File: src/sv/nms_pkg.sv
// Package: shared constants, types and controller states for the 3x3 peak finder.
package nms_pkg;

	localparam int MAX_WIDTH_DEF  = 1024;
	localparam int PIXEL_BITS_DEF = 16;
	localparam int FRAC_BITS_DEF  = 8;

	localparam int PIX_W   = 16;
	localparam int CFG_W   = 11;
	localparam int POS_W   = 10;
	localparam int SUB_W   = 18;
	localparam int ROW_LIMIT = 1024;

	localparam logic [CFG_W-1:0] WIDTH_RESET  = 11'd640;
	localparam logic [CFG_W-1:0] HEIGHT_RESET = 11'd480;

	localparam logic REG_WIDTH  = 1'b0;
	localparam logic REG_HEIGHT = 1'b1;

	typedef enum logic [2:0] {
		ST_IDLE,
		ST_READ,
		ST_WIN,
		ST_DIV,
		ST_OUT
	} state_t;

	// controller to datapath
	typedef struct packed {
		logic take;     // latch input transaction, advance position
		logic win;      // shift window with line-store read data, write stores
		logic div_go;   // load divider operands
		logic div_step; // one quotient bit
		logic emit;     // load output register
	} cmd_t;

	// datapath to controller
	typedef struct packed {
		logic peak;
		logic div_done;
	} sts_t;

endpackage

File: src/sv/nms_ctrl.sv
// Controller: per pixel read, window update, test; a peak adds division and output.
module nms_ctrl (
	input  logic            clk,
	input  logic            arst_n,
	input  logic            in_valid,
	output logic            in_ready,
	output logic            out_valid,
	input  logic            out_ready,
	output nms_pkg::cmd_t   cmd,
	input  nms_pkg::sts_t   sts
);

	nms_pkg::state_t state_q, state_d;
	logic out_valid_q, out_valid_d;

	always_ff @(posedge clk or negedge arst_n) begin
		if (!arst_n) begin
			state_q     <= nms_pkg::ST_IDLE;
			out_valid_q <= 1'b0;
		end else begin
			state_q     <= state_d;
			out_valid_q <= out_valid_d;
		end
	end

	assign out_valid = out_valid_q;

	// next state and commands
	always_comb begin
		state_d     = state_q;
		out_valid_d = out_valid_q;
		cmd         = '0;
		in_ready    = 1'b0;
		if (out_valid_q && out_ready) out_valid_d = 1'b0;
		unique case (state_q)
			nms_pkg::ST_IDLE: begin
				in_ready = 1'b1;
				if (in_valid) begin
					cmd.take = 1'b1;
					state_d  = nms_pkg::ST_READ;
				end
			end
			nms_pkg::ST_READ: state_d = nms_pkg::ST_WIN;
			nms_pkg::ST_WIN: begin
				cmd.win = 1'b1;
				state_d = nms_pkg::ST_DIV;
			end
			nms_pkg::ST_DIV: begin
				if (!sts.peak) begin
					state_d = nms_pkg::ST_IDLE;
				end else begin
					cmd.div_go = 1'b1;
					state_d    = nms_pkg::ST_OUT;
				end
			end
			nms_pkg::ST_OUT: begin
				if (!sts.div_done) begin
					cmd.div_step = 1'b1;
				end else if (!out_valid_q || out_ready) begin
					cmd.emit    = 1'b1;
					out_valid_d = 1'b1;
					state_d     = nms_pkg::ST_IDLE;
				end
			end
			default: state_d = nms_pkg::ST_IDLE;
		endcase
	end

endmodule

File: config.mk
export PLATFORM = sky130hd
export DESIGN_NAME = nms_ctrl
export DESIGN_NICKNAME = d
export VERILOG_FILES = /design/src/sv/nms_pkg.sv /design/src/sv/nms_ctrl.sv
export SDC_FILE = /design/constraint.sdc
export NUM_CORES = 1
export LEC_CHECK = 0
export ABC_AREA = 1
export BUFFER_PORTS_ARGS = -buffer_cell sky130_fd_sc_hd__buf_4
export CAP_MARGIN = 0
export CORE_AREA = 2 2 39 41
export DETAILED_ROUTE_END_ITERATION = 6
export DIE_AREA = 0 0 41 43
export SYNTH_ARGS = -nofsm -noshare
export SYNTH_HDL_FRONTEND = slang
export SYNTH_SLANG_ARGS = --single-unit
File: constraint.sdc
create_clock -name clk -period 1 [get_ports clk]
set_input_delay 0.05 -clock clk [delete_from_list [all_inputs] [get_ports clk]]
set_output_delay 0.05 -clock clk [all_outputs]
set_load 0.02 [all_outputs]
==> summary.md <==
| Metric | Value |
|---|---|
| CP max stage delay | `around 400 ps` |
| Clk_lat worst skew | `230 ps` |
| Crit path max fanout | `3` |
| CTS root buf | `clkbuf_4` |
| Slew @ Worst Pin | `152 ps` |
| Synthesized area | `221 sq um` |
| Register area share after synthesis | `approximately 45%` |
| Status | `complete, but fails checks` |
| Post-Synth XOR/XNOR Area | `0%` |
| RR Endpoint | `out_valid` |
| Final nets | `59` |
| Syn Inst Count | `32` |
| Total GRT Usage | `slightly below 8%` |
| TritonCTS Buffers | `3` |
| Max_slew headroom | `89.8%` |
| Via density | `3.72` |
| Worst Setup Path Type | `register to output port` |
| Pwr Total | `1.12 mW` |
| HP Class | `input port to register` |
| Worst clock skew | `between 3 and 4 ps` |
| Asr flop ratio synth | `100%` |
| Dpl hpwl | `a little under 400 um` |
| Initial antenna violation count | `0` |
| CP Depth | `4` |
| Worst EP arrival | `1100 ps` |
| Post-synthesis compound-gate area fraction | `~3.4%` |
| Antenna cells | `0` |
| Largest family of logic cells by synthesized area | `simple AND/OR/NAND/NOR gates` |
| DRT Pass-1 Iters | `2` |
| Yosys warns | `0` |
| Initial core utilization | `16.0%` |
| Grt ovf | `0` |
| Post-synth cell types | `10` |
| Setup TNS | `-622 ps` |
| Syn_nets | `38` |
| WL/cell | `8.10 um` |
| TritonCTS clock tree | `yes` |
| Worst vdd ir | `0.853 mV` |
| Reg clk slew, reported paths | `40 ps` |
| GPL Wtd Cong | `0.745` |
| Post-synth top area share | `a little under half` |
| Crit path buf inv count | `1` |
| Min Tclk post-route | `1150 ps` |
| FF+latch count, synth | `4` |
| Fmax | `872 MHz` |
| Post-synth EDFFs | `0` |
| CP Launch Type | `register` |
| Rows | `14` |
| Post-synthesis adder-cell area fraction | `0%` |
| Reg-to-reg slack, setup | `30 ps` |
| P&R area growth vs syn | `82.5%` |
| Failing checks | `setup timing` |
| PwrDens | `roughly 2800 nW/um^2` |
| Max cap viols | `0` |
| Critical-path top delay cell | `dfrtp_1` |
| RSZ-0062 raised after global routing | `true` |
| Post-synth top flop | `dfrtp_1` |
| Ranking of synthesized cells by area | `dfrtp_1 45%, nand2_1 17%, inv_1 12%, nor2_1 8.5%, and3_2 3.4%` |
| Die area | `1760 sq um` |
| Crit. Startpoint | `state_q[0]` |
| Period utilization | `115%` |
| Crit-path cells | `nor2_2 > nand2_1 > nor2_1 > buf_4` |
| Final Hold Vio Count | `0` |
| Remaining DRCs | `0` |
| # H-tree levels | `1` |
| Largest area contributor in the netlist | `dfrtp_1` |
| LEAKAGE | `around 0.24 nW` |
| Share of cells above drive strength 1 | `54.9%` |
| Setup ws final | `-147 ps` |
| Clk buf depth | `2` |
| Worst flop-to-flop path startpoint | `state_q[1]` |
| CP Capture Point | `cmd[1]` |
| DRT iter0 DRCs | `3` |
| Endpoint type of the worst setup path | `output port` |
| DR vias | `249` |
| Port Buffer Count | `12` |
| Setup violators final | `6` |
| Commonest cells post-synth | `10 x nand2_1, 7 x inv_1, 5 x nor2_1` |
| Synth Area in Simple Gates | `36.2%` |
| Vias in the first global route | `roughly 250` |
| CTS Sinks | `4` |
| Largest net degree at the start of global routing | `6` |
| Core Area | `~1400 sq um` |
| Post-synthesis mux area share | `0%` |
| Most common cell in the synthesized netlist | `nand2_1` |
| Die Span X | `41 um` |
| Final ANT Viol Nets | `0` |
| Routed wire length | `543 um` |
| Slew Limit Fails | `0` |
| Post-synthesis area per instance | `6.92 sq um` |
| CP delay by family, top | `flip-flops` |
| I/O pin cnt | `13` |
| R2R cell count | `6` |
| CP Data Required Time | `950 ps` |
| First-pass GRT wire length | `910 um` |
| Die Y | `43 um` |
## layout make-up
class,instances,area (sq um)
Fill cell,150,980
Timing Repair Buffer,17,138
Sequential cell,4,100
Multi-Input combinational cell,20,97.6
Inverter,7,26.3
Clock buffer,3,22.5
Tap cell,16,20.0
## power breakdown
group          internal (mW)  switching, mW
Clock                  0.134         0.0666
Sequential             0.224         0.0589
Combinational          0.303          0.333
## placed cells by master, fill, tap and decap left out
master	n
dfrtp_1	4
inv_2	4
clkbuf_4	3
nor3_1	1
nand3_2	1
buf_4	14
nor2_1	4
nand2_2	1
buf_6	2
o211ai_1	1
dlygate4sd3_1	1
nor2_2	2
and3_2	1
inv_1	3
nand2_1	9
## timing repair
action	CTS	global route
hold buffers	1	0
gates resized for setup	8	1
hold endpoints to repair	4	0
setup endpoints to repair	6	8
gates cloned	0	0
pin swaps	2	3
buffers inserted	1	3
## state kept, by name (all words and copies together), names as in the netlist
name and cells:
state_q 3, out_valid 1
## stage by stage
stage / setup slack [ps] / instance area (sq um) / util [%] / hold slack, ps / std cells
floorplan: 40.8 / 221 / - / -246 / 32
global placement: 66.5 / 324 / 23.4 / -153 / 59
detailed placement: 50.0 / 324 / 23.4 / -152 / 59
finish: -147 / 404 / 29.2 / 42.1 / 67
global route: -238 / 404 / 29.2 / 61.9 / 67
CTS: -163 / 382 / 27.6 / 34.8 / 64
## kinds of logic after synthesis
kind of cell           after synthesis
buffers and inverters                8
AND/OR/NAND/NOR                     19
flip-flops                           4
AO/OA/AOI/OAI                        1
## metal layers
metal | vias up | GRT usage, % | share of wire, % | wire length [um]
li1 | 132 | - | - | -
met1 | 109 | 9.15 | 41 | 224
met2 | 8 | 10.6 | 51 | 276
met3 | 0 | 2.09 | 7.6 | 41
met4 | 0 | 8.00 | 0 | 0
met5 | - | 0 | 0 | 0
## worst reg2reg max path, stage by stage (launching register included)
cell	delay, ps
dfrtp_1	410
buf_4	150
inv_2	40
nand2_1	60
nor2_2	120
nand2_1	70
nand2_1	50
## worst min-delay path by stage
stage / from / slack [ps] / to / cells past startpoint
after floorplan: arst_n / -250 / out_valid / 0
after global placement: arst_n / -150 / state_q[0] / 1
after detailed placement: arst_n / -150 / out_valid / 1
after CTS: sts[0] / 30 / out_valid / 3
after global routing: sts[0] / 60 / out_valid / 3
final: sts[0] / 40 / out_valid / 3
Power figures use the tool's default switching activity.
